<file path="config.mk">
export PLATFORM = sky130hd
export DESIGN_NAME = cscd_isqrt
export DESIGN_NICKNAME = d
export VERILOG_FILES = /design/src/rtl/cscd_isqrt.sv
export SDC_FILE = /design/constraint.sdc
export NUM_CORES = 2
export LEC_CHECK = 0
export ABC_CLOCK_PERIOD_IN_PS = 8780
export BUFFER_PORTS_ARGS = -buffer_cell sky130_fd_sc_hd__buf_2
export CAP_MARGIN = 10
export CORE_MARGIN = 2
export CORE_UTILIZATION = 45
export CTS_CLUSTER_SIZE = 14
export DETAILED_ROUTE_END_ITERATION = 16
export GPL_ROUTABILITY_DRIVEN = 0
export PLACE_DENSITY = 0.62
export REMOVE_ABC_BUFFERS = 1
export SETUP_SLACK_MARGIN = 0.4
export SLEW_MARGIN = 10
export SYNTH_ARGS = -nofsm -noshare
export SYNTH_HDL_FRONTEND = slang
export SYNTH_SLANG_ARGS = --single-unit
</file>
<file path="constraint.sdc">
create_clock -name clk_i -period 8.78 [get_ports clk_i]
set_input_delay 0.878 -clock clk_i [delete_from_list [all_inputs] [get_ports clk_i]]
set_output_delay 0.878 -clock clk_i [all_outputs]
set_load 0.05 [all_outputs]
</file>
<file path="src/rtl/cscd_isqrt.sv">
`default_nettype none
// Digit-by-digit integer square root, one root bit per stage.
// root_o = floor(sqrt(rad_i)), rem_o = rad_i - root_o^2.
module cscd_isqrt #(
  parameter int W  = 33,
  parameter int PW = 1
) (
  input  wire logic           clk_i,
  input  wire logic           rst_ni,
  input  wire logic           en_i,
  input  wire logic           valid_i,
  input  wire logic [2*W-1:0] rad_i,
  input  wire logic [PW-1:0]  pay_i,
  output logic                valid_o,
  output logic [W-1:0]        root_o,
  output logic [W:0]          rem_o,
  output logic [PW-1:0]       pay_o
);

  logic [W:0]     vld;
  logic [2*W-1:0] n_a    [W+1];
  logic [W:0]     rem_a  [W+1];
  logic [W-1:0]   root_a [W+1];
  logic [PW-1:0]  pay_a  [W+1];

  assign vld[0]    = valid_i;
  assign n_a[0]    = rad_i;
  assign rem_a[0]  = '0;
  assign root_a[0] = '0;
  assign pay_a[0]  = pay_i;

  for (genvar k = 0; k < W; k++) begin : g_step
    logic [W+1:0] rem_sh, trial, diff;
    logic         take;

    always_comb begin
      rem_sh = {rem_a[k][W-1:0], n_a[k][2*W-1 -: 2]};
      trial  = {root_a[k], 2'b01};
      diff   = rem_sh - trial;
      take   = rem_sh >= trial;
    end

    always_ff @(posedge clk_i or negedge rst_ni) begin
      if (!rst_ni) begin
        vld[k+1] <= 1'b0;
      end else if (en_i) begin
        vld[k+1] <= vld[k];
      end
    end

    always_ff @(posedge clk_i) begin
      if (en_i) begin
        n_a[k+1]    <= {n_a[k][2*W-3:0], 2'b00};
        rem_a[k+1]  <= take ? diff[W:0] : rem_sh[W:0];
        root_a[k+1] <= {root_a[k][W-2:0], take};
        pay_a[k+1]  <= pay_a[k];
      end
    end
  end

  assign valid_o = vld[W];
  assign root_o  = root_a[W];
  assign rem_o   = rem_a[W];
  assign pay_o   = pay_a[W];

endmodule
`default_nettype wire

</file>
; ---- After elaboration in Yosys (flattened, before gate mapping)
; Cells that the tools add are included.
[totals]
ff_bits = 2743
word_cells = 264
input_bits = 71
[op_classes]
n_mux = 33
magnitude_cmp = 33
addsub = 33
[ops]
columns = cell, count
row1 = 33-bit two-way mux, 31
row2 = 35-bit by 10-bit greater-or-equal comparator with 1-bit output, 1
row3 = 35-bit by 11-bit greater-or-equal comparator with 1-bit output, 1
row4 = 35-bit by 12-bit greater-or-equal comparator with 1-bit output, 1
row5 = 35-bit by 13-bit greater-or-equal comparator with 1-bit output, 1
row6 = 35-bit by 14-bit greater-or-equal comparator with 1-bit output, 1
row7 = 35-bit by 15-bit greater-or-equal comparator with 1-bit output, 1
row8 = 35-bit by 16-bit greater-or-equal comparator with 1-bit output, 1
row9 = 35-bit by 17-bit greater-or-equal comparator with 1-bit output, 1
row10 = 35-bit by 18-bit greater-or-equal comparator with 1-bit output, 1
row11 = 35-bit by 19-bit greater-or-equal comparator with 1-bit output, 1
row12 = 35-bit by 20-bit greater-or-equal comparator with 1-bit output, 1
row13 = 35-bit by 21-bit greater-or-equal comparator with 1-bit output, 1
row14 = 35-bit by 22-bit greater-or-equal comparator with 1-bit output, 1
row15 = 35-bit by 23-bit greater-or-equal comparator with 1-bit output, 1
row16 = 35-bit by 24-bit greater-or-equal comparator with 1-bit output, 1
row17 = 35-bit by 25-bit greater-or-equal comparator with 1-bit output, 1
row18 = 35-bit by 26-bit greater-or-equal comparator with 1-bit output, 1
row19 = 35-bit by 27-bit greater-or-equal comparator with 1-bit output, 1
row20 = 35-bit by 28-bit greater-or-equal comparator with 1-bit output, 1
row21 = 35-bit by 29-bit greater-or-equal comparator with 1-bit output, 1
row22 = 35-bit by 3-bit greater-or-equal comparator with 1-bit output, 1
row23 = 35-bit by 30-bit greater-or-equal comparator with 1-bit output, 1
row24 = 35-bit by 31-bit greater-or-equal comparator with 1-bit output, 1
row25 = 45 further kinds, 45

; ---- Longest topological paths before layout
[depth]
ltp_word = 2
depth_mapped = 14
mapped_depth_nobuf = 13

; ---- Worst setup path before layout
; Ideal clock, no wire load.
[synth_path]
path_kind = register to register
start = register rem_a, in the netlist g_step[32].rem_sh[8]
end = register rem_a, in the netlist rem_o[10] (data pin)
stages_incl_launch_ff = 12
path_buffers = 1
slack_ns = 5.334
setup_ns = 0.260
arrival_time_ns = 3.186
period_less_slack_ns = 3.446
path_cell_list = edfxtp_1 -> ha_1 -> a21oi_1 -> o221ai_1 -> o211ai_1 -> o211ai_1 -> a221o_1 -> a21bo_2 -> and3b_1 -> nor2_1 -> clkbuf_1 -> mux2_2
[synth_via]
elab_chain_len = 2
word_cells_on_any_way = 3
classes_between = add/sub (1) / order compare (1) / mux (1)
[synth_rtl]
columns = element, line_no
row1 = from (decl), 22  ; logic [W:0] rem_a [W+1];
row2 = "from (signal, indexed assignment)", 54  ; rem_a[k+1] <= take ? diff[W:0] : rem_sh[W:0];
row3 = 34-bit subtractor or 35-bit by 34-bit greater-or-equal comparator with 1-bit output (tied branches), "39, 40"
row4 = 34-bit two-way mux (*), 54
; Every way passes the cells marked *; elsewhere a longest branch is shown, timed or not.
; A chain may end at the register's enable or synchronous reset.

; ---- Worst setup path after layout
[layout_path]
start = register rem_a, in the netlist g_step[27].rem_sh[2]
end = register rem_a, in the netlist g_step[28].rem_sh[32] (data pin)
[layout_via]
elab_chain_len = 2
word_cells_on_any_way = 3
classes_between = add/sub (1) / order compare (1) / mux (1)
[layout_rtl]
columns = element, line_no
row1 = 35-bit by 29-bit greater-or-equal comparator with 1-bit output, 40  ; take = rem_sh >= trial;
row2 = net g_step[27].take, 34  ; logic take;
row3 = 33-bit two-way mux, 54
; The timed path passes the listed nets, and every way through them passes these cells.

==> run_results.csv <==
group,metric,value,unit
outcome,outcome,"finished clean",
sta,timing.final.ws_setup,4.30,ns
worst_setup_path,end_kind,"flop",
finish,layout_common_cells,"edfxtp_1 (2692), inv_1 (736), nand2_1 (605), ha_1 (597), a21oi_1 (587)",
synth,syn_area,127000,um2
worst_setup_path,critical_path_arrival,5.11,ns
synth,yosysSeqAreaShare,0.643,
clock_tree,insertion_delay,0.91,ns
sta,fin_skew,0.0576,ns
clock_tree,clk_pin_slew,0.06,ns
die,io_pins,140,
synth,yosys_warnings,0,
sta,timing.final.crit_period,4.48,ns
grt,grt_busiest_layer,"met2",
clock_tree,numCtsBuffers,300,
pwr,ir_drop,0.175,mV
sta,finalSetupViolations,0,
worst_setup_path,reg2reg_depth,12,
sta,hold_viol,0,
synth,ys_types,94,
worst_setup_path,r2r-end,"g_step[28].rem_sh[32]",
sta,rsz0062_at_grt,"no",
grt,use_met1,0.203,
finish,drive_gt1_frac,0.0883,
grt,grt_pass1_vias,76271,
worst_setup_path,worst-r2r-setup-slack,4.30,ns
routing,firstDrtPassIters,6,
finish,fin_nets,10663,
routing,antenna_left,0,
routing,drc,0,
pwr,seq_power_share,0.447,
synth,synth_seq_cells,2725,
finish,final_common_cell,"edfxtp_1",
pwr,swShare,0.296,
die,dieArea,286000,um2
worst_setup_path,crit_type,"reg -> reg",
pwr,p_clk_frac,0.314,
routing,wl_per_cell,18.1,um
die,core,282000,um2
place,io_buffers,139,
sta,slew_violations,0,
die,fp.dieW,535,um
routing,vias_per_cell,5.45,
sta,slew_headroom,0.184,
worst_setup_path,cp_max_fo,54,
routing,wirelength,253000,um
worst_hold_path,hold_class,"in -> async",
pwr,p_per_area,281,nW/um2
flow_run,drv_cap,0,
grt,grt_use_met3,0.0255,
finish,syn_to_final_growth,11.9,%
worst_setup_path,critPathLaunchType,"flop",
pwr,leakage,0.0539,uW
clock_tree,clock_sinks,2725,
synth,netlist_instances,9710,
routing,vias,76131,
sta,tightest_slew,1.21,ns
synth,async_flop_share,0.0121,
clock_tree,holdBufCountCts,0,
worst_setup_path,r2r-start,"g_step[27].rem_sh[2]",
grt,overflow,0,
clock_tree,cts_buffer_depth,4,
grt,antenna_found_initial,10,
synth,synth-edff-count,2692,
place,hpwl,179000,um
sta,setup_tns,0,ns
clock_tree,cts_tree,"built",
clock_tree,cts_setup_buffers,0,
worst_setup_path,critPathRequiredTime,9.41,ns
die,die_height,535,um
die,initial_core_util,0.451,
grt,met2_usage,0.310,
pwr,p_int,28100,uW
pwr,p_sw,11800,uW
grt,grt_pass1_wl,403000,um
grt,grt_start_max_net_pins,173,
sta,timing.final.crit_share,0.510,
routing,first_iter_violations,5954,
clock_tree,htree_num_levels,5,
synth,avgSynthCellArea,13.1,um2
synth,ys_dominant_reg_cell,"edfxtp_1",
sta,clock.fmax,223,MHz
grt,track_usage,0.173,
clock_tree,cts_resized,0,
clock_tree,cts-root-buf,"clkbuf_16",
place,dp_worst_setup_slack,4.45,ns
die,row_count,195,
finish,fillerInstances,23634,
pwr,power_frac_comb,0.239,
## critical path, cell delays in order (launching register included)
cell      delay (ns)
edfxtp_1        0.41
ha_1            0.37
o21ai_0         0.15
a211oi_1        0.24
a221oi_1        0.71
a21oi_1         0.29
a41oi_1         0.42
o21ai_1         0.23
a31oi_4         0.21
buf_4           0.42
inv_1           0.36
and3_1          0.26
xor2_1          0.13
## worst max path at each step
stage	start	endpoint	slack, ns	cells past startpoint
2_1_floorplan	g_step[20].rem_sh[3]	g_step[21].rem_sh[28]	2.64	10
3_3_place_gp	g_step[16].rem_sh[26]	g_step[17].rem_sh[24]	4.55	8
3_5_place_dp	g_step[16].rem_sh[26]	g_step[17].rem_sh[22]	4.45	8
4_1_cts	g_step[16].rem_sh[26]	g_step[17].rem_sh[22]	4.42	8
5_1_grt	g_step[27].trial[7]	g_step[28].rem_sh[32]	4.15	13
6_report	g_step[27].rem_sh[2]	g_step[28].rem_sh[32]	4.30	12
## per-layer routing
layer,vias to the layer above,wire [um]
li1,36644,-
met2,2205,127000
met3,703,12200
met1,36577,101000
met5,-,16
met4,2,12500
## power groups by stage
stage | Combinational, uW | Sequential, uW | Clock, uW
floorplan | 6820 | 17900 | 0
global placement | 9100 | 18100 | 0
detailed placement | 9350 | 18100 | 0
CTS | 9430 | 17800 | 12900
global route | 10500 | 18000 | 13400
finish | 9530 | 17800 | 12500
## through the flow
step | instance area (um2) | std cells | power (uW) | hold WS [ns] | util
after floorplan | 126000 | 9507 | 24700 | 0.400 | -
after global placement | 132000 | 13436 | 27200 | 0.400 | 0.470
after detailed placement | 132000 | 13436 | 27400 | 0.405 | 0.470
after CTS | 142000 | 13973 | 40200 | 0.00629 | 0.504
after global routing | 142000 | 13975 | 41900 | 0.0819 | 0.504
final | 142000 | 13976 | 39900 | 0.0685 | 0.504
## logic make-up (layout without fill, tap and decap cells)
group,count (synthesis),in the layout,synth area share
other cells,1,4,0.0000295
fa+ha+maj,597,597,0.0588
compound gates,1911,1911,0.0942
buf+inv,942,1462,0.0282
flops,2725,2725,0.643
simple gates,2429,2429,0.0953
mux,219,219,0.0192
xor+xnor,886,886,0.0611
## Yosys cell counts, drive strengths merged, types with 167 or more instances
cell type | instances | share of area
a21oi | 589 | 0.023
nor2 | 588 | 0.017
clkbuf | 167 | 0.0049
nor3 | 224 | 0.0088
xnor2 | 460 | 0.032
xor2 | 426 | 0.029
ha | 597 | 0.059
o21ai | 466 | 0.018
mux2 | 194 | 0.017
a21o | 237 | 0.014
nand2 | 608 | 0.018
inv | 738 | 0.022
edfxtp | 2692 | 0.64
## registers in the layout, indices dropped and copies added (netlist names)
| register | flops |
|---|---|
| g_step.trial | 528 |
| vld | 32 |
| root_o | 33 |
| g_step.rem_sh | 1072 |
| valid_o | 1 |
| pay_a | 32 |
| rem_o | 34 |
| pay_o | 1 |
| n_a | 992 |
## cell type report
cell class,count,area [um2],share of cell area
Antenna cell,3,7.51,0.0000529
Tap cell,3743,4680,0.0330
Sequential cell,2725,81700,0.575
Multi-Input combinational cell,6043,41800,0.294
Clock inverter,179,2020,0.0142
Inverter,739,2770,0.0195
Timing Repair Buffer,186,1260,0.00890
Clock buffer,358,7810,0.0550
(Power assumes the default switching activity.)
